<file path="src/sv/bls_pkg.sv">
// ---------------------------------------------------------------------------
// bls_pkg
// Shared constants, operation codes and control structs for the Bresenham
// line stepper.
// ---------------------------------------------------------------------------
package bls_pkg;

   // default configuration
   localparam int COORD_BITS_DEF       = 13;
   localparam int WEIGHT_FRAC_BITS_DEF = 16;

   // operation codes carried in the request tuser
   localparam logic OP_LOAD = 1'b0;
   localparam logic OP_STEP = 1'b1;

   // sequencer commands to the stepping datapath
   typedef struct packed {
      logic load;      // latch new endpoints
      logic advance;   // move to the next pixel
   } step_ctrl_type;

   // status of the divider
   typedef struct packed {
      logic busy;      // iterating
      logic done;      // quotient held and valid
   } div_stat_type;

endpackage

</file>
<file path="src/sv/bls_stepper.sv">
// ---------------------------------------------------------------------------
// bls_stepper
// Bresenham state: current position, spans, error accumulator, step
// directions and the remaining major-axis distance.
// ---------------------------------------------------------------------------
module bls_stepper
   import bls_pkg::*;
#(
   parameter int COORD_BITS = COORD_BITS_DEF
) (
   input  logic                  clock,
   input  logic                  reset,
   input  step_ctrl_type         ctrl,
   input  logic [COORD_BITS-1:0] start_x,
   input  logic [COORD_BITS-1:0] start_y,
   input  logic [COORD_BITS-1:0] end_x,
   input  logic [COORD_BITS-1:0] end_y,
   output logic [COORD_BITS-1:0] cur_x,
   output logic [COORD_BITS-1:0] cur_y,
   output logic [COORD_BITS:0]   remaining,
   output logic [COORD_BITS:0]   span,
   output logic                  last,
   output logic                  active
);

   localparam int SPAN_W = COORD_BITS + 1;
   localparam int ERR_W  = COORD_BITS + 4;

   logic [COORD_BITS-1:0]   cur_x_ff, cur_x_in;
   logic [COORD_BITS-1:0]   cur_y_ff, cur_y_in;
   logic [SPAN_W-1:0]       major_ff, major_in;
   logic [SPAN_W-1:0]       minor_ff, minor_in;
   logic [SPAN_W-1:0]       rem_ff, rem_in;
   logic signed [ERR_W-1:0] err_ff, err_in;
   logic                    x_major_ff, x_major_in;
   logic                    neg_x_ff, neg_x_in;
   logic                    neg_y_ff, neg_y_in;
   logic                    active_ff, active_in;

   logic signed [SPAN_W-1:0] dx, dy;
   logic [SPAN_W-1:0]        adx, ady;
   logic                     ld_x_major;
   logic signed [ERR_W-1:0]  err_add, err_twice, major_ext;
   logic                     overflow;
   logic [COORD_BITS-1:0]    step_x, step_y;

   // endpoint deltas on load
   always_comb begin
      dx  = $signed({end_x[COORD_BITS-1], end_x}) - $signed({start_x[COORD_BITS-1], start_x});
      dy  = $signed({end_y[COORD_BITS-1], end_y}) - $signed({start_y[COORD_BITS-1], start_y});
      adx = dx[SPAN_W-1] ? SPAN_W'(-dx) : SPAN_W'(dx);
      ady = dy[SPAN_W-1] ? SPAN_W'(-dy) : SPAN_W'(dy);
      ld_x_major = adx > ady;
   end

   // error update and unit steps
   always_comb begin
      major_ext = $signed({{(ERR_W-SPAN_W){1'b0}}, major_ff});
      err_add   = err_ff + $signed({{(ERR_W-SPAN_W){1'b0}}, minor_ff});
      err_twice = err_add <<< 1;
      overflow  = err_twice > major_ext;
      step_x    = neg_x_ff ? {COORD_BITS{1'b1}} : COORD_BITS'(1);
      step_y    = neg_y_ff ? {COORD_BITS{1'b1}} : COORD_BITS'(1);
   end

   // next state
   always_comb begin
      cur_x_in   = cur_x_ff;
      cur_y_in   = cur_y_ff;
      major_in   = major_ff;
      minor_in   = minor_ff;
      rem_in     = rem_ff;
      err_in     = err_ff;
      x_major_in = x_major_ff;
      neg_x_in   = neg_x_ff;
      neg_y_in   = neg_y_ff;
      active_in  = active_ff;
      if (ctrl.load) begin
         cur_x_in   = start_x;
         cur_y_in   = start_y;
         x_major_in = ld_x_major;
         neg_x_in   = dx[SPAN_W-1];
         neg_y_in   = dy[SPAN_W-1];
         major_in   = ld_x_major ? adx : ady;
         minor_in   = ld_x_major ? ady : adx;
         rem_in     = ld_x_major ? adx : ady;
         err_in     = '0;
         active_in  = (ld_x_major ? adx : ady) != '0;
      end else if (ctrl.advance) begin
         err_in = overflow ? err_add - major_ext : err_add;
         if (x_major_ff) begin
            cur_x_in = cur_x_ff + step_x;
            if (overflow) cur_y_in = cur_y_ff + step_y;
         end else begin
            cur_y_in = cur_y_ff + step_y;
            if (overflow) cur_x_in = cur_x_ff + step_x;
         end
         rem_in = rem_ff - SPAN_W'(1);
         if (last) active_in = 1'b0;
      end
   end

   // state registers
   always_ff @(posedge clock) begin
      if (reset) begin
         cur_x_ff   <= '0;
         cur_y_ff   <= '0;
         major_ff   <= '0;
         minor_ff   <= '0;
         rem_ff     <= '0;
         err_ff     <= '0;
         x_major_ff <= 1'b0;
         neg_x_ff   <= 1'b0;
         neg_y_ff   <= 1'b0;
         active_ff  <= 1'b0;
      end else begin
         cur_x_ff   <= cur_x_in;
         cur_y_ff   <= cur_y_in;
         major_ff   <= major_in;
         minor_ff   <= minor_in;
         rem_ff     <= rem_in;
         err_ff     <= err_in;
         x_major_ff <= x_major_in;
         neg_x_ff   <= neg_x_in;
         neg_y_ff   <= neg_y_in;
         active_ff  <= active_in;
      end
   end

   assign cur_x     = cur_x_ff;
   assign cur_y     = cur_y_ff;
   assign remaining = rem_ff;
   assign span      = major_ff;
   assign last      = rem_ff <= SPAN_W'(1);
   assign active    = active_ff;

endmodule

</file>
<file path="src/sv/bls_divider.sv">
// ---------------------------------------------------------------------------
// bls_divider
// Restoring divider, one quotient bit per cycle: weight = floor(rem * 2^F /
// span), valid for rem <= span, span non-zero.
// ---------------------------------------------------------------------------
module bls_divider
   import bls_pkg::*;
#(
   parameter int COORD_BITS       = COORD_BITS_DEF,
   parameter int WEIGHT_FRAC_BITS = WEIGHT_FRAC_BITS_DEF
) (
   input  logic                        clock,
   input  logic                        reset,
   input  logic                        start,
   input  logic                        clear,
   input  logic [COORD_BITS:0]         dividend,
   input  logic [COORD_BITS:0]         divisor,
   output div_stat_type                status,
   output logic [WEIGHT_FRAC_BITS:0]   quotient
);

   localparam int SPAN_W = COORD_BITS + 1;
   localparam int Q_W    = WEIGHT_FRAC_BITS + 1;
   localparam int CNT_W  = $clog2(Q_W);

   logic [SPAN_W:0]   rem_ff, rem_in;
   logic [SPAN_W-1:0] div_ff, div_in;
   logic [Q_W-1:0]    quo_ff, quo_in;
   logic [CNT_W-1:0]  cnt_ff, cnt_in;
   logic              busy_ff, busy_in;
   logic              done_ff, done_in;

   logic              ge;
   logic [SPAN_W:0]   diff;

   // compare and subtract
   always_comb begin
      ge   = rem_ff >= {1'b0, div_ff};
      diff = ge ? rem_ff - {1'b0, div_ff} : rem_ff;
   end

   // iteration control
   always_comb begin
      rem_in  = rem_ff;
      div_in  = div_ff;
      quo_in  = quo_ff;
      cnt_in  = cnt_ff;
      busy_in = busy_ff;
      done_in = done_ff;
      if (start) begin
         rem_in  = {1'b0, dividend};
         div_in  = divisor;
         quo_in  = '0;
         cnt_in  = CNT_W'(WEIGHT_FRAC_BITS);
         busy_in = 1'b1;
         done_in = 1'b0;
      end else if (busy_ff) begin
         rem_in = {diff[SPAN_W-1:0], 1'b0};
         quo_in = {quo_ff[Q_W-2:0], ge};
         cnt_in = cnt_ff - CNT_W'(1);
         if (cnt_ff == '0) begin
            busy_in = 1'b0;
            done_in = 1'b1;
         end
      end else if (clear) begin
         done_in = 1'b0;
      end
   end

   // datapath registers
   always_ff @(posedge clock) begin
      rem_ff <= rem_in;
      div_ff <= div_in;
      quo_ff <= quo_in;
      cnt_ff <= cnt_in;
   end

   // control registers
   always_ff @(posedge clock) begin
      if (reset) begin
         busy_ff <= 1'b0;
         done_ff <= 1'b0;
      end else begin
         busy_ff <= busy_in;
         done_ff <= done_in;
      end
   end

   assign status.busy = busy_ff;
   assign status.done = done_ff;
   assign quotient    = quo_ff;

endmodule

</file>
<file path="src/sv/bresenham_line_stepper_core.sv">
// ---------------------------------------------------------------------------
// bresenham_line_stepper_core
// Integer Bresenham line rasteriser with a per-pixel interpolation weight.
// ---------------------------------------------------------------------------
// A load beat (tuser = 0) latches both endpoints and gives no output.
// Each step beat (tuser = 1) emits the current pixel with its weight,
// floor(remaining * 2^WEIGHT_FRAC_BITS / major span), and tlast on the final
// pixel; the end point itself is never emitted, and a step with no line in
// progress is swallowed. A step holds the input from its accept to the
// earliest next accept: it is accepted, the restoring divider forms the
// weight (one quotient bit a cycle), and the output register is written
// once it is empty or the receiver takes the pixel it holds.
// A finished pixel waits in the output register while the next beat is taken.
module bresenham_line_stepper_core
   import bls_pkg::*;
#(
   parameter int COORD_BITS       = COORD_BITS_DEF,
   parameter int WEIGHT_FRAC_BITS = WEIGHT_FRAC_BITS_DEF,
   localparam int REQ_W = ((4 * COORD_BITS + 7) / 8) * 8,
   localparam int RSP_W = ((2 * COORD_BITS + WEIGHT_FRAC_BITS + 1 + 7) / 8) * 8
) (
   input  logic             clock,
   input  logic             reset,
   input  logic             req_tvalid,
   output logic             req_tready,
   input  logic [REQ_W-1:0] req_tdata,   // start_x, start_y, end_x, end_y
   input  logic [0:0]       req_tuser,   // operation
   output logic             rsp_tvalid,
   input  logic             rsp_tready,
   output logic [RSP_W-1:0] rsp_tdata,   // pixel_x, pixel_y, weight
   output logic             rsp_tlast    // last_pixel
);

   localparam int C      = COORD_BITS;
   localparam int Q_W    = WEIGHT_FRAC_BITS + 1;
   localparam int PAY_W  = 2 * C + Q_W;

   typedef enum logic [1:0] {
      ST_IDLE = 2'b01,
      ST_BUSY = 2'b10
   } state_type;

   state_type state_ff, state_in;

   logic             rsp_valid_ff, rsp_valid_in;
   logic [PAY_W-1:0] rsp_data_ff, rsp_data_in;
   logic             rsp_last_ff, rsp_last_in;

   step_ctrl_type    step_ctrl;
   div_stat_type     div_stat;
   logic             accept, div_start, finish;
   logic [C-1:0]     cur_x, cur_y;
   logic [C:0]       remaining, span;
   logic             last, active;
   logic [Q_W-1:0]   weight;

   assign req_tready = state_ff == ST_IDLE;
   assign accept     = req_tvalid && req_tready;
   assign div_start  = accept && (req_tuser[0] == OP_STEP) && active;
   assign finish     = (state_ff == ST_BUSY) && div_stat.done && (!rsp_valid_ff || rsp_tready);

   assign step_ctrl.load    = accept && (req_tuser[0] == OP_LOAD);
   assign step_ctrl.advance = finish;

   // bresenham state
   bls_stepper #(
      .COORD_BITS (COORD_BITS)
   ) u_stepper (
      .clock     (clock),
      .reset     (reset),
      .ctrl      (step_ctrl),
      .start_x   (req_tdata[C-1:0]),
      .start_y   (req_tdata[2*C-1:C]),
      .end_x     (req_tdata[3*C-1:2*C]),
      .end_y     (req_tdata[4*C-1:3*C]),
      .cur_x     (cur_x),
      .cur_y     (cur_y),
      .remaining (remaining),
      .span      (span),
      .last      (last),
      .active    (active)
   );

   // weight divider
   bls_divider #(
      .COORD_BITS       (COORD_BITS),
      .WEIGHT_FRAC_BITS (WEIGHT_FRAC_BITS)
   ) u_divider (
      .clock    (clock),
      .reset    (reset),
      .start    (div_start),
      .clear    (finish),
      .dividend (remaining),
      .divisor  (span),
      .status   (div_stat),
      .quotient (weight)
   );

   // sequencer
   always_comb begin
      state_in = state_ff;
      case (state_ff)
         ST_IDLE: if (div_start) state_in = ST_BUSY;
         ST_BUSY: if (finish) state_in = ST_IDLE;
         default: state_in = ST_IDLE;
      endcase
   end

   // output register
   always_comb begin
      rsp_valid_in = rsp_valid_ff;
      rsp_data_in  = rsp_data_ff;
      rsp_last_in  = rsp_last_ff;
      if (rsp_valid_ff && rsp_tready) rsp_valid_in = 1'b0;
      if (finish) begin
         rsp_valid_in = 1'b1;
         rsp_data_in  = {weight, cur_y, cur_x};
         rsp_last_in  = last;
      end
   end

   always_ff @(posedge clock) begin
      if (reset) begin
         state_ff     <= ST_IDLE;
         rsp_valid_ff <= 1'b0;
      end else begin
         state_ff     <= state_in;
         rsp_valid_ff <= rsp_valid_in;
      end
   end

   always_ff @(posedge clock) begin
      rsp_data_ff <= rsp_data_in;
      rsp_last_ff <= rsp_last_in;
   end

   assign rsp_tvalid = rsp_valid_ff;
   assign rsp_tdata  = {{(RSP_W-PAY_W){1'b0}}, rsp_data_ff};
   assign rsp_tlast  = rsp_last_ff;

endmodule

</file>
<file path="config.mk">
export PLATFORM = sky130hd
export DESIGN_NAME = bresenham_line_stepper_core
export DESIGN_NICKNAME = d
export VERILOG_FILES = /design/src/sv/bls_pkg.sv /design/src/sv/bls_stepper.sv /design/src/sv/bls_divider.sv /design/src/sv/bresenham_line_stepper_core.sv
export SDC_FILE = /design/constraint.sdc
export NUM_CORES = 1
export LEC_CHECK = 0
export BUFFER_PORTS_ARGS = -buffer_cell sky130_fd_sc_hd__buf_4
export CAP_MARGIN = 40
export CORE_MARGIN = 2
export CORE_UTILIZATION = 45
export CTS_CLUSTER_SIZE = 40
export DETAILED_ROUTE_END_ITERATION = 7
export MAX_ROUTING_LAYER = met4
export PLACE_DENSITY = 0.59
export SYNTH_ARGS = -nofsm -noshare
export SYNTH_HDL_FRONTEND = slang
export SYNTH_SLANG_ARGS = --single-unit
</file>
<file path="constraint.sdc">
create_clock -name clock -period 7.6 [get_ports clock]
set_clock_uncertainty 0.1 [all_clocks]
set_input_delay 0.38 -clock clock [delete_from_list [all_inputs] [get_ports clock]]
set_output_delay 0.38 -clock clock [all_outputs]
set_load 0.01 [all_outputs]
</file>
==> results by group, run 1 <==
Outcome
  – Status: finished, final reports clean

Clocking
  – Worst skew pair latency: 0.45 ns
  – Root buf cell: clkbuf_16
  – Clk sinks: 188
  – Clock slew at reported path FFs: 0.09 ns
  – CTS Buf Count: 17
  – Post-cts resize count: 0
  – Post-CTS Setup Bufs: 0
  – Clk buf depth: 2
  – CTS tree: yes
  – CTS HTree Levels: 4
  – Hold-fix buffer count after cts: 0

Floorplan
  – Die Wd: 176 microns
  – CORE AREA: 0.0294 sq mm
  – Full die area: 0.0311 sq mm
  – Die height: 176 microns
  – Ports: 112
  – Cell Rows: 63
  – Initial Util: 0.454

Layout
  – Seq. cell area: 0.00448 sq mm
  – Design area: 0.0151 sq mm
  – Fin nets: 1,791
  – Most common cell after layout, fill and taps aside: nor2_1
  – Most frequent cells in the layout: 152 x nor2_1, 122 x ha_1, 116 x dfxtp_1
  – Area taken by multi-input logic gates: 0.00816 sq mm
  – P&R area growth vs syn: 13.0%
  – Share of cells above drive strength 1: 0.112
  – Fillcell total: 2,801

GRT
  – Grt ovf: 0
  – Most used routing layer: met2
  – Global Route Usage Sum: 0.238
  – Initial antenna violation count: 1
  – Met1 Use GR: 0.333
  – Largest net degree at the start of global routing: 73
  – First-pass GRT wire length: 56,900 microns
  – Vias in the first global route: 10,700
  – Met2 usage: 0.362
  – Met3 usage: 0.0295

Placement
  – Hpwl dp: 26,900 microns
  – Number of port buffers: 102
  – Routability cong.: 0.915
  – Dpl cell area: 0.0144 sq mm

Synth
  – Main synth FF type: dfxtp_1
  – Post-synthesis cell area: 0.0133 sq mm
  – Asr flop ratio synth: 0
  – Cell count after synthesis: 1,529
  – Avg Synthesized Cell Area: 8.73 sq um
  – Netlist cell types: 94
  – Sequential area share after synthesis: 0.336
  – EDFF count, synth: 72
  – Seq cells post-synth: 188
  – Syn. warnings: 0

Timing
  – Setup TNS: 0 ns
  – Fin. max-slew vios: 0
  – Min Tclk post-route: 5.75 ns
  – Setup violations, final: 0
  – Hold Violations, Final: 0
  – Period utilization: 0.756
  – Slew headroom: 0.387
  – Maximum clock frequency: 174 MHz
  – Worst-Margin Slew: 0.905 ns
  – RSZ-0062 raised after global routing: no

Critical path
  – Worst Setup End Kind: register
  – Worst reg-to-reg path cell count: 16
  – Startpoint types: primary input
  – Arrival @ worst endpoint: 5.98 ns
  – Crit path kind: in2reg
  – CP required: 7.83 ns
  – Critical path fanouts, max: 14

Drt
  – Residual DRC: 0
  – Routed wire length: 34,800 microns
  – WL/cell: 17.3 microns
  – Vias post-DR: 11,300
  – TritonRoute pass-1 iters: 7
  – Post-route ant nets: 0
  – Initial DRC count: 820
  – Vias per cell: 5.63

Pwr
  – P per Cell Area: 245 mW/mm^2
  – Leakage: 6.42 nW
  – Max VDD drop: 0.180 mV

Flow run
  – Max-cap viol count: 0

Hold path
  – Hold Path Class: in2reg
  – Hold path depth: 3
==> worst max-delay path, cell delays in order <==
cell and delay, ns:
buf_4 0.12, ha_1 0.22, fa_1 0.47, nand2b_1 0.21
or3_1 0.32, a211oi_1 0.31, o211ai_1 0.13, nor4b_1 0.54
a31oi_1 0.17, xor2_1 0.22, inv_1 0.09, ha_1 0.19
a211oi_1 0.30, o211ai_1 0.16, a221o_1 0.35, a31oi_1 0.18
nand2b_1 0.53, buf_4 0.30, mux2i_1 0.13, a211oi_1 0.25
nand4_1 0.13, o31a_1 0.27
==> final cells by class <==
cell class                 count  share of cell area
multi-input combinational   1170               0.541
tap                          390              0.0324
timing repair buffer         115              0.0594
clock inverter                14              0.0123
antenna                        1            0.000166
inverter                     109              0.0271
sequential                   188               0.297
clock buffer                  18              0.0299
==> state kept, by name, summed over array words and instances, names as in the netlist, 2 cells and up <==
name	cells
u_stepper.err_ff	16
u_divider.rem_ff	15
u_stepper.remaining	14
u_stepper.cur_y	13
u_stepper.minor_ff	14
u_divider.div_ff	14
rsp_data_ff	43
u_divider.cnt_ff	5
u_stepper.span	14
u_stepper.cur_x	13
u_divider.quotient	17
state_ff	2
==> worst paths after layout <==
| kind | from | endpoint | slack [ns] |
|---|---|---|---|
| setup / recovery | req_tdata[13] | u_stepper.active | 1.85 |
| hold reg to reg | u_divider.quotient[16] | rsp_data_ff[42] | 0.34 |
| setup reg to reg | u_stepper.err_ff[0] | u_stepper.cur_x[9] | 2.61 |
| hold / removal | req_tdata[5] | u_stepper.cur_x[5] | 0.12 |
==> cell families after synthesis <==
group / Yosys count / synth area share
and+or+nand+nor: 465 / 0.169
AOI/OAI and AO/OA: 416 / 0.209
DFF: 188 / 0.336
buffers and inverters: 175 / 0.0544
adders and majority gates: 129 / 0.125
xor gates and xnor gates: 104 / 0.0682
muxes: 51 / 0.0385
other: 1 / 0.000281
==> synthesized netlist by cell type, types with 27 or more instances <==
master,count,share of area
a211oi_1,57,0.032
mux2i_1,48,0.036
o21ai_0,73,0.027
a21o_1,27,0.015
dfxtp_1,116,0.17
xor2_1,42,0.028
a21oi_1,110,0.041
nor2_1,152,0.043
ha_1,122,0.11
clkbuf_1,36,0.010
xnor2_1,62,0.041
nor3_1,44,0.016
nand3_1,31,0.012
inv_1,106,0.030
edfxtp_1,72,0.16
nand2_1,106,0.030
nand2b_1,27,0.013
==> per-layer routing <==
metal,vias to the layer above,routed length (microns)
li1,5685,-
met1,5291,17300
met2,265,15400
met3,38,1490
met4,0,663
met5,-,0
==> power by group <==
| part | leakage (nW) | internal, mW | total [mW] | switching, mW |
|---|---|---|---|---|
| logic | 4.50 | 0.598 | 1.50 | 0.905 |
| clock network | 0.308 | 0.498 | 0.945 | 0.448 |
| registers | 1.61 | 1.16 | 1.24 | 0.0832 |
==> stage by stage <==
step	utilization	cells	setup WS (ns)	hold slack (ns)	power, mW
floorplan	-	1533	2.58	0.308	2.39
global placement	0.490	1970	1.53	0.314	2.73
detailed placement	0.491	1972	1.44	0.319	2.75
CTS	0.513	2004	1.89	0.105	3.71
global route	0.513	2005	1.33	0.135	3.95
finish	0.513	2005	1.85	0.124	3.69
Note: power is estimated with default switching activity, not from simulation.
==> inputs of run 2 (changes only) <==
ABC_AREA = 1   (was default)
PLACE_DENSITY = 0.61   (was 0.59)
clock period = 4.9 ns   (was 7.6 ns; I/O delays follow)
==> run 2 against run 1 <==
Final area is 4.7% higher. Total power is 58% higher. Global-route usage hardly changed. Sequential power is 51% higher. Synthesized cell count is 30% higher. Synthesized area is 5.0% higher. Routed wire length is 7.8% higher. Final cell count is 24% higher. Non-clock buffer count is 2 higher. Largest cell class unchanged.
==> results by group, run 2 <==
Critical path
  – Crit path kind: in2reg (unchanged)
  – CP required: 5.15 ns (was 7.83 ns)
  – Max stage delay on crit path: 0.43 ns (was 0.54 ns)
  – Arrival @ worst endpoint: 4.39 ns (was 5.98 ns)
  – Worst Setup SP: req_tdata[0] (was req_tdata[13])
  – Critical path fanouts, max: 7 (was 14)
  – CP dominant cell by count: nand2_1 (was a211oi_1)
  – Reg-to-Reg Start: u_stepper.err_ff[2] (was u_stepper.err_ff[0])
  – Worst reg-to-reg path cell count: 23 (was 16)
  – Worst Setup End Kind: register (unchanged)
  – Startpoint types: primary input (unchanged)
  – Internal reg-to-reg setup slack: 0.89 ns (was 2.61 ns)
  – Reg2Reg Capture Point: u_stepper.cur_x[5] (was u_stepper.cur_x[9])
  – Crit-path slowest cell: fa_1 (was nor4b_1)

Synth
  – Seq cells post-synth: 188 (unchanged)
  – Avg Synthesized Cell Area: 7.04 sq um (was 8.73 sq um)
  – Cell with the most instances after synthesis: nand2_1 (was nor2_1)
  – EDFF count, synth: 72 (unchanged)
  – Yosys top cell area share: 0.166 (was 0.174)
  – Largest cells by area after synthesis: dfxtp_1 17%, edfxtp_1 15%, nand2_1 14% (was dfxtp_1 17%, edfxtp_1 16%, ha_1 11%)
  – Netlist cell types: 58 (was 94)
  – Cell count after synthesis: 1,991 (was 1,529)
  – Main synth FF type: dfxtp_1 (unchanged)
  – Sequential area share after synthesis: 0.320 (was 0.336)
  – Leading area contributor after synthesis: dfxtp_1 (unchanged)
  – Post-synthesis cell area: 0.0140 sq mm (was 0.0133 sq mm)
  – Synth cell count leaders: 536 x nand2_1, 301 x inv_1, 140 x nor2_1, 136 x nand3_1, 122 x ha_1 (was 152 x nor2_1, 122 x ha_1, 116 x dfxtp_1, 110 x a21oi_1)
  – Syn. warnings: 0 (unchanged)
  – Asr flop ratio synth: 0 (unchanged)

Placement
  – Number of port buffers: 102 (unchanged)
  – Dpl ws: 0.389 ns (was 1.44 ns)
  – Dpl cells: 2,460 (was 1,972)
  – Hpwl dp: 29,600 microns (was 26,900 microns)
  – Routability cong.: 0.970 (was 0.915)

Clocking
  – Post-cts resize count: 0 (unchanged)
  – Clk buf depth: 2 (unchanged)
  – Post-CTS Setup Bufs: 0 (unchanged)
  – Clock slew at reported path FFs: 0.07 ns (was 0.09 ns)
  – Clk sinks: 188 (unchanged)
  – Hold-fix buffer count after cts: 0 (unchanged)
  – Root buf cell: clkbuf_16 (unchanged)
  – CTS tree: yes (unchanged)
  – Worst skew pair latency: 0.46 ns (was 0.45 ns)
  – CTS HTree Levels: 4 (unchanged)
  – CTS Buf Count: 17 (unchanged)

Floorplan
  – Die height: 180 microns (was 176 microns)
  – Die Wd: 180 microns (was 176 microns)
  – Ports: 112 (unchanged)
  – Full die area: 0.0326 sq mm (was 0.0311 sq mm)
  – CORE AREA: 0.0307 sq mm (was 0.0294 sq mm)
  – Cell Rows: 64 (was 63)
  – Initial Util: 0.457 (was 0.454)

Layout
  – Fin nets: 2,273 (was 1,791)
  – P&R area growth vs syn: 12.6% (was 13.0%)
  – Most common cell after layout, fill and taps aside: nand2_1 (was nor2_1)
  – Top reg by flops: rsp_data_ff (unchanged)
  – Share of cells above drive strength 1: 0.0997 (was 0.112)
  – Antenna Cells: 0 (was 1)
  – Max reg flops: 43 (unchanged)
  – Most frequent cells in the layout: 536 x nand2_1, 301 x inv_1, 138 x nor2_1 (was 152 x nor2_1, 122 x ha_1, 116 x dfxtp_1)
  – Post-Layout Cell Count: 2,492 (was 2,005)
  – Fillcell total: 3,056 (was 2,801)

Timing
  – Setup TNS: 0 ns (unchanged)
  – Fin. max-slew vios: 0 (unchanged)
  – Slew headroom: 0.469 (was 0.387)
  – Period utilization: 0.845
  – Final WS setup: 0.758 ns (was 1.85 ns)
  – RSZ-0062 raised after global routing: no (unchanged)
  – Setup violations, final: 0 (unchanged)
  – Maximum clock frequency: 241 MHz
  – Worst-Margin Slew: 0.793 ns (was 0.905 ns)
  – Min Tclk post-route: 4.14 ns
  – Hold Violations, Final: 0 (unchanged)

GRT
  – Global Route Usage Sum: 0.238 (about the same)
  – Vias in the first global route: 12,100 (was 10,700)
  – Initial antenna violation count: 0 (was 1)
  – Largest net degree at the start of global routing: 46 (was 73)
  – First-pass GRT wire length: 60,900 microns (was 56,900 microns)
  – Grt ovf: 0 (unchanged)

Pwr
  – P per Cell Area: 370 mW/mm^2 (was 245 mW/mm^2)
  – Final Total Pwr: 5.84 mW (was 3.69 mW)
  – Leakage: 7.71 nW (was 6.42 nW)
  – Max VDD drop: 0.292 mV (was 0.180 mV)

Drt
  – Residual DRC: 0 (unchanged)
  – Routed wire length: 37,500 microns (was 34,800 microns)
  – TritonRoute pass-1 iters: 5 (was 7)
  – Vias per cell: 5.15 (was 5.63)
  – WL/cell: 15.0 microns (was 17.3 microns)
  – Post-route ant nets: 0 (unchanged)
  – Vias post-DR: 12,800 (was 11,300)
  – Initial DRC count: 802 (was 820)

Outcome
  – Status: finished, final reports clean (unchanged)

Hold path
  – Hold path depth: 5 (was 3)
  – Worst Min Path Start: req_tdata[19] (was req_tdata[5])
  – Hold Path Class: in2reg (unchanged)
  – WHS Endpoint: u_stepper.cur_y[6] (was u_stepper.cur_x[5])

Flow run
  – Max-cap viol count: 0 (unchanged)
-- run 2: worst max path at each step --
stage	to	slack (ns)	depth (start not counted)
2_1_floorplan	u_stepper.minor_ff[6]	1.07	26
3_5_place_dp	u_stepper.active	0.39	32
6_report	u_stepper.active	0.76	31
5_1_grt	u_stepper.active	0.22	31
4_1_cts	u_stepper.cur_x[5]	0.84	23
3_3_place_gp	u_stepper.active	0.45	30
-- run 2: metal layers --
metal  wire, microns  share of wire  vias to the layer above  global-route usage
met5               0              0                        -                   -
met4             615          0.016                        0              0.0658
met3            1480          0.039                       44              0.0265
met2           16900           0.45                      280               0.380
met1           18500           0.49                     5800               0.320
li1                -              -                     6712                   -
-- run 2: final cells by class --
cell class / instances / area (sq um) / area share
Clock buffer: 17 / 425 / 0.0270
Timing Repair Buffer: 117 / 918 / 0.0582
Clock inverter: 15 / 175 / 0.0111
Inverter: 311 / 1170 / 0.0740
Multi-Input combinational cell: 1448 / 8120 / 0.514
Tap cell: 396 / 495 / 0.0314
Sequential cell: 188 / 4480 / 0.284
-- run 2: cell families (layout without fill, tap and decap cells) --
| logic type | after synthesis | count (layout) | synth area share |
|---|---|---|---|
| compound gates | 338 | 338 | 0.140 |
| xor+xnor | 64 | 64 | 0.0405 |
| fa+ha+maj | 129 | 129 | 0.119 |
| buf+inv | 359 | 460 | 0.103 |
| flops | 188 | 188 | 0.320 |
| other cells | 1 | 5 | 0.000268 |
| simple gates | 912 | 912 | 0.278 |
-- run 2: where the power goes --
group / total, mW / internal (mW) / switching (mW)
clock network: 1.42 / 0.730 / 0.691
logic: 2.55 / 0.891 / 1.66
registers: 1.87 / 1.77 / 0.0959
-- run 2: critical path: cells and delay by family --
kind / cells / cell delay [ns]
and+or+nand+nor: 25 / 2.75
buffers and inverters: 3 / 0.42
adders and majority gates: 3 / 0.96
-- run 2: per-stage QoR --
step | utilization | hold WS, ns | instance area [sq um]
detailed placement | 0.495 | 0.314 | 15200
global route | 0.515 | 0.0594 | 15800
finish | 0.515 | 0.0435 | 15800
CTS | 0.515 | 0.0272 | 15800
floorplan | - | 0.308 | 14000
global placement | 0.493 | 0.311 | 15100
==> inputs of run 3 (changes only) <==
PLACE_DENSITY = 0.59   (was 0.61)
clock period = 4.15 ns   (was 4.9 ns; I/O delays follow)
==> run 3 against run 2 <==
Sequential share of layout area shrank 1.7 points. Count of clock-buffer cells in the layout grew 1. Routed wire length is 4.6% higher. Register-to-register slack worse by 0.49 ns. Sequential cell count unchanged. Final cell count increased by 3.6%. Non-clock buffer count rose by 88. Worst setup slack lost 0.51 ns. Largest cell class unchanged. Highest routed layer unchanged.
==> results by group, run 3 (synthesis gave the netlist of run 2 again) <==
Outcome
  – Status: finished, final reports clean (unchanged)

Drt
  – Met3 Wirelength: 1800 microns (was 1480 microns)
  – Post-route ant nets: 0 (unchanged)
  – Routed wire length: 39,200 microns (was 37,500 microns)
  – TritonRoute pass-1 iters: 5 (unchanged)
  – Max layer used: met4 (unchanged)
  – Vias per cell: 5.14 (was 5.15)
  – Routed met1 length: 18,900 microns (was 18,500 microns)
  – WL/cell: 15.2 microns (was 15.0 microns)
  – Vias post-DR: 13,300 (was 12,800)
  – Initial DRC count: 760 (was 802)
  – Metal2 WL: 17,900 microns (was 16,900 microns)
  – Residual DRC: 0 (unchanged)

Critical path
  – CP required: 4.44 ns (was 5.15 ns)
  – Crit-path slowest cell: dlygate4sd3_1 (was fa_1)
  – CP dominant cell by count: nand2_1 (unchanged)
  – Worst Setup End Kind: register (unchanged)
  – Critical path fanouts, max: 12 (was 7)
  – Worst Path Buf+Inv: 7 (was 3)
  – Internal reg-to-reg setup slack: 0.40 ns (was 0.89 ns)
  – Startpoint types: primary input (unchanged)
  – Arrival @ worst endpoint: 4.19 ns (was 4.39 ns)
  – Largest delay share family, worst path: simple AND/OR/NAND/NOR gates (unchanged)
  – Crit path kind: in2reg (unchanged)
  – Max stage delay on crit path: 0.53 ns (was 0.43 ns)

Layout
  – Most frequent cells in the layout: 521 x nand2_1, 297 x inv_1, 197 x buf_4 (was 536 x nand2_1, 301 x inv_1, 138 x nor2_1)
  – P&R area growth vs syn: 19.8% (was 12.6%)
  – Antenna Cells: 0 (unchanged)
  – Top reg by flops: rsp_data_ff (unchanged)
  – Share of cells above drive strength 1: 0.162 (was 0.0997)
  – Max reg flops: 43 (unchanged)
  – Design area: 0.0168 sq mm (was 0.0158 sq mm)
  – Most common cell after layout, fill and taps aside: nand2_1 (unchanged)
  – Fin nets: 2,362 (was 2,273)

Timing
  – Fin. max-slew vios: 0 (unchanged)
  – Maximum clock frequency: 256 MHz
  – Worst hold margin: 0.00387 ns (was 0.0435 ns)
  – Period utilization: 0.941
  – Slew headroom: 0.474 (was 0.469)
  – Min Tclk post-route: 3.91 ns
  – Setup violations, final: 0 (unchanged)
  – Worst-Margin Slew: 0.787 ns (was 0.793 ns)
  – Hold Violations, Final: 0 (unchanged)

Floorplan
  – Die height: 180 microns (unchanged)
  – Full die area: 0.0326 sq mm (unchanged)
  – Cell Rows: 64 (unchanged)
  – CORE AREA: 0.0307 sq mm (unchanged)
  – Die Wd: 180 microns (unchanged)
  – Initial Util: 0.457 (unchanged)
  – Ports: 112 (unchanged)

Hold path
  – Hold Path Class: in2reg (unchanged)

Pwr
  – Leakage: 8.17 nW (was 7.71 nW)
  – P per Cell Area: 442 mW/mm^2 (was 370 mW/mm^2)
  – Max VDD drop: 0.390 mV (was 0.292 mV)

GRT
  – Global Route Usage Sum: 0.248 (was 0.238)
  – Initial antenna violation count: 0 (unchanged)
  – First-pass GRT wire length: 63,400 microns (was 60,900 microns)
  – Grt ovf: 0 (unchanged)
  – Largest net degree at the start of global routing: 43 (was 46)
  – Vias in the first global route: 12,600 (was 12,100)

Clocking
  – Root buf cell: clkbuf_16 (unchanged)
  – CTS tree: yes (unchanged)
  – Clock slew at reported path FFs: 0.08 ns (was 0.07 ns)
  – CTS Buf Count: 17 (unchanged)
  – Clk sinks: 188 (unchanged)
  – Clk buf depth: 2 (unchanged)
  – Worst skew pair latency: 0.46 ns (about the same)
  – CTS HTree Levels: 4 (unchanged)

Placement
  – Hpwl dp: 30,800 microns (was 29,600 microns)
  – Number of port buffers: 102 (unchanged)
  – Routability cong.: 0.972 (was 0.970)
  – Dpl cell area: 0.0158 sq mm (was 0.0152 sq mm)

Flow run
  – Max-cap viol count: 0 (unchanged)
## run 3: report_power, final
part / switching (mW) / internal, mW / total (mW)
Combinational: 2.10 / 1.39 / 3.49
Sequential: 0.113 / 2.09 / 2.21
Clock: 0.849 / 0.865 / 1.71
## run 3: area by class of cell
class	instances	area (sq um)
fill	3034	13900
multi-input combinational	1449	8440
sequential	188	4480
timing repair buffer	205	1600
inverter	311	1170
tap	396	495
clock buffer	18	429
clock inverter	14	174
## run 3: what timing repair did
action                                 in CTS  in global routing
setup buffers                               0                  6
hold buffers                                4                  0
setup endpoints to repair                   0                 44
gates resized for setup                     0                 73
endpoints found under the hold margin       4                  0
## run 3: path summary, 6_finish.rpt
path / startpoint / end / cells after the start
max reg2reg: u_stepper.err_ff[0] / u_stepper.cur_x[5] / 22
max: req_tdata[20] / u_stepper.span[11] / 25
min: req_tdata[22] / u_stepper.cur_y[9] / 5
min reg2reg: u_divider.quotient[1] / rsp_data_ff[27] / 0
## run 3: metrics by stage
| step | instances | setup slack [ns] | total power, mW | TNS (ns) | utilization |
|---|---|---|---|---|---|
| 2_1_floorplan | 1995 | 0.354 | 4.54 | 0 | - |
| 3_3_place_gp | 2537 | -0.0885 | 5.51 | -0.532 | 0.513 |
| 3_5_place_dp | 2538 | -0.112 | 5.54 | -0.810 | 0.514 |
| 4_1_cts | 2574 | 0.0403 | 7.26 | 0 | 0.535 |
| 5_1_grt | 2581 | -0.0455 | 7.97 | -0.0720 | 0.547 |
| 6_report | 2581 | 0.245 | 7.41 | 0 | 0.547 |
## run 3: worst reg2reg max path: cells and delay by family (launching register included)
family,cells,cell delay [ns]
flops,1,0.33
fa+ha+maj,3,0.97
simple gates,15,1.63
compound gates,1,0.13
buf+inv,2,0.20
xor+xnor,1,0.30
## run 3: metal layers
layer  vias to the layer above  GRT usage
met5                         -          -
met4                         0     0.0500
met3                        35     0.0435
met2                       285      0.401
met1                      6066      0.327
li1                       6890          -
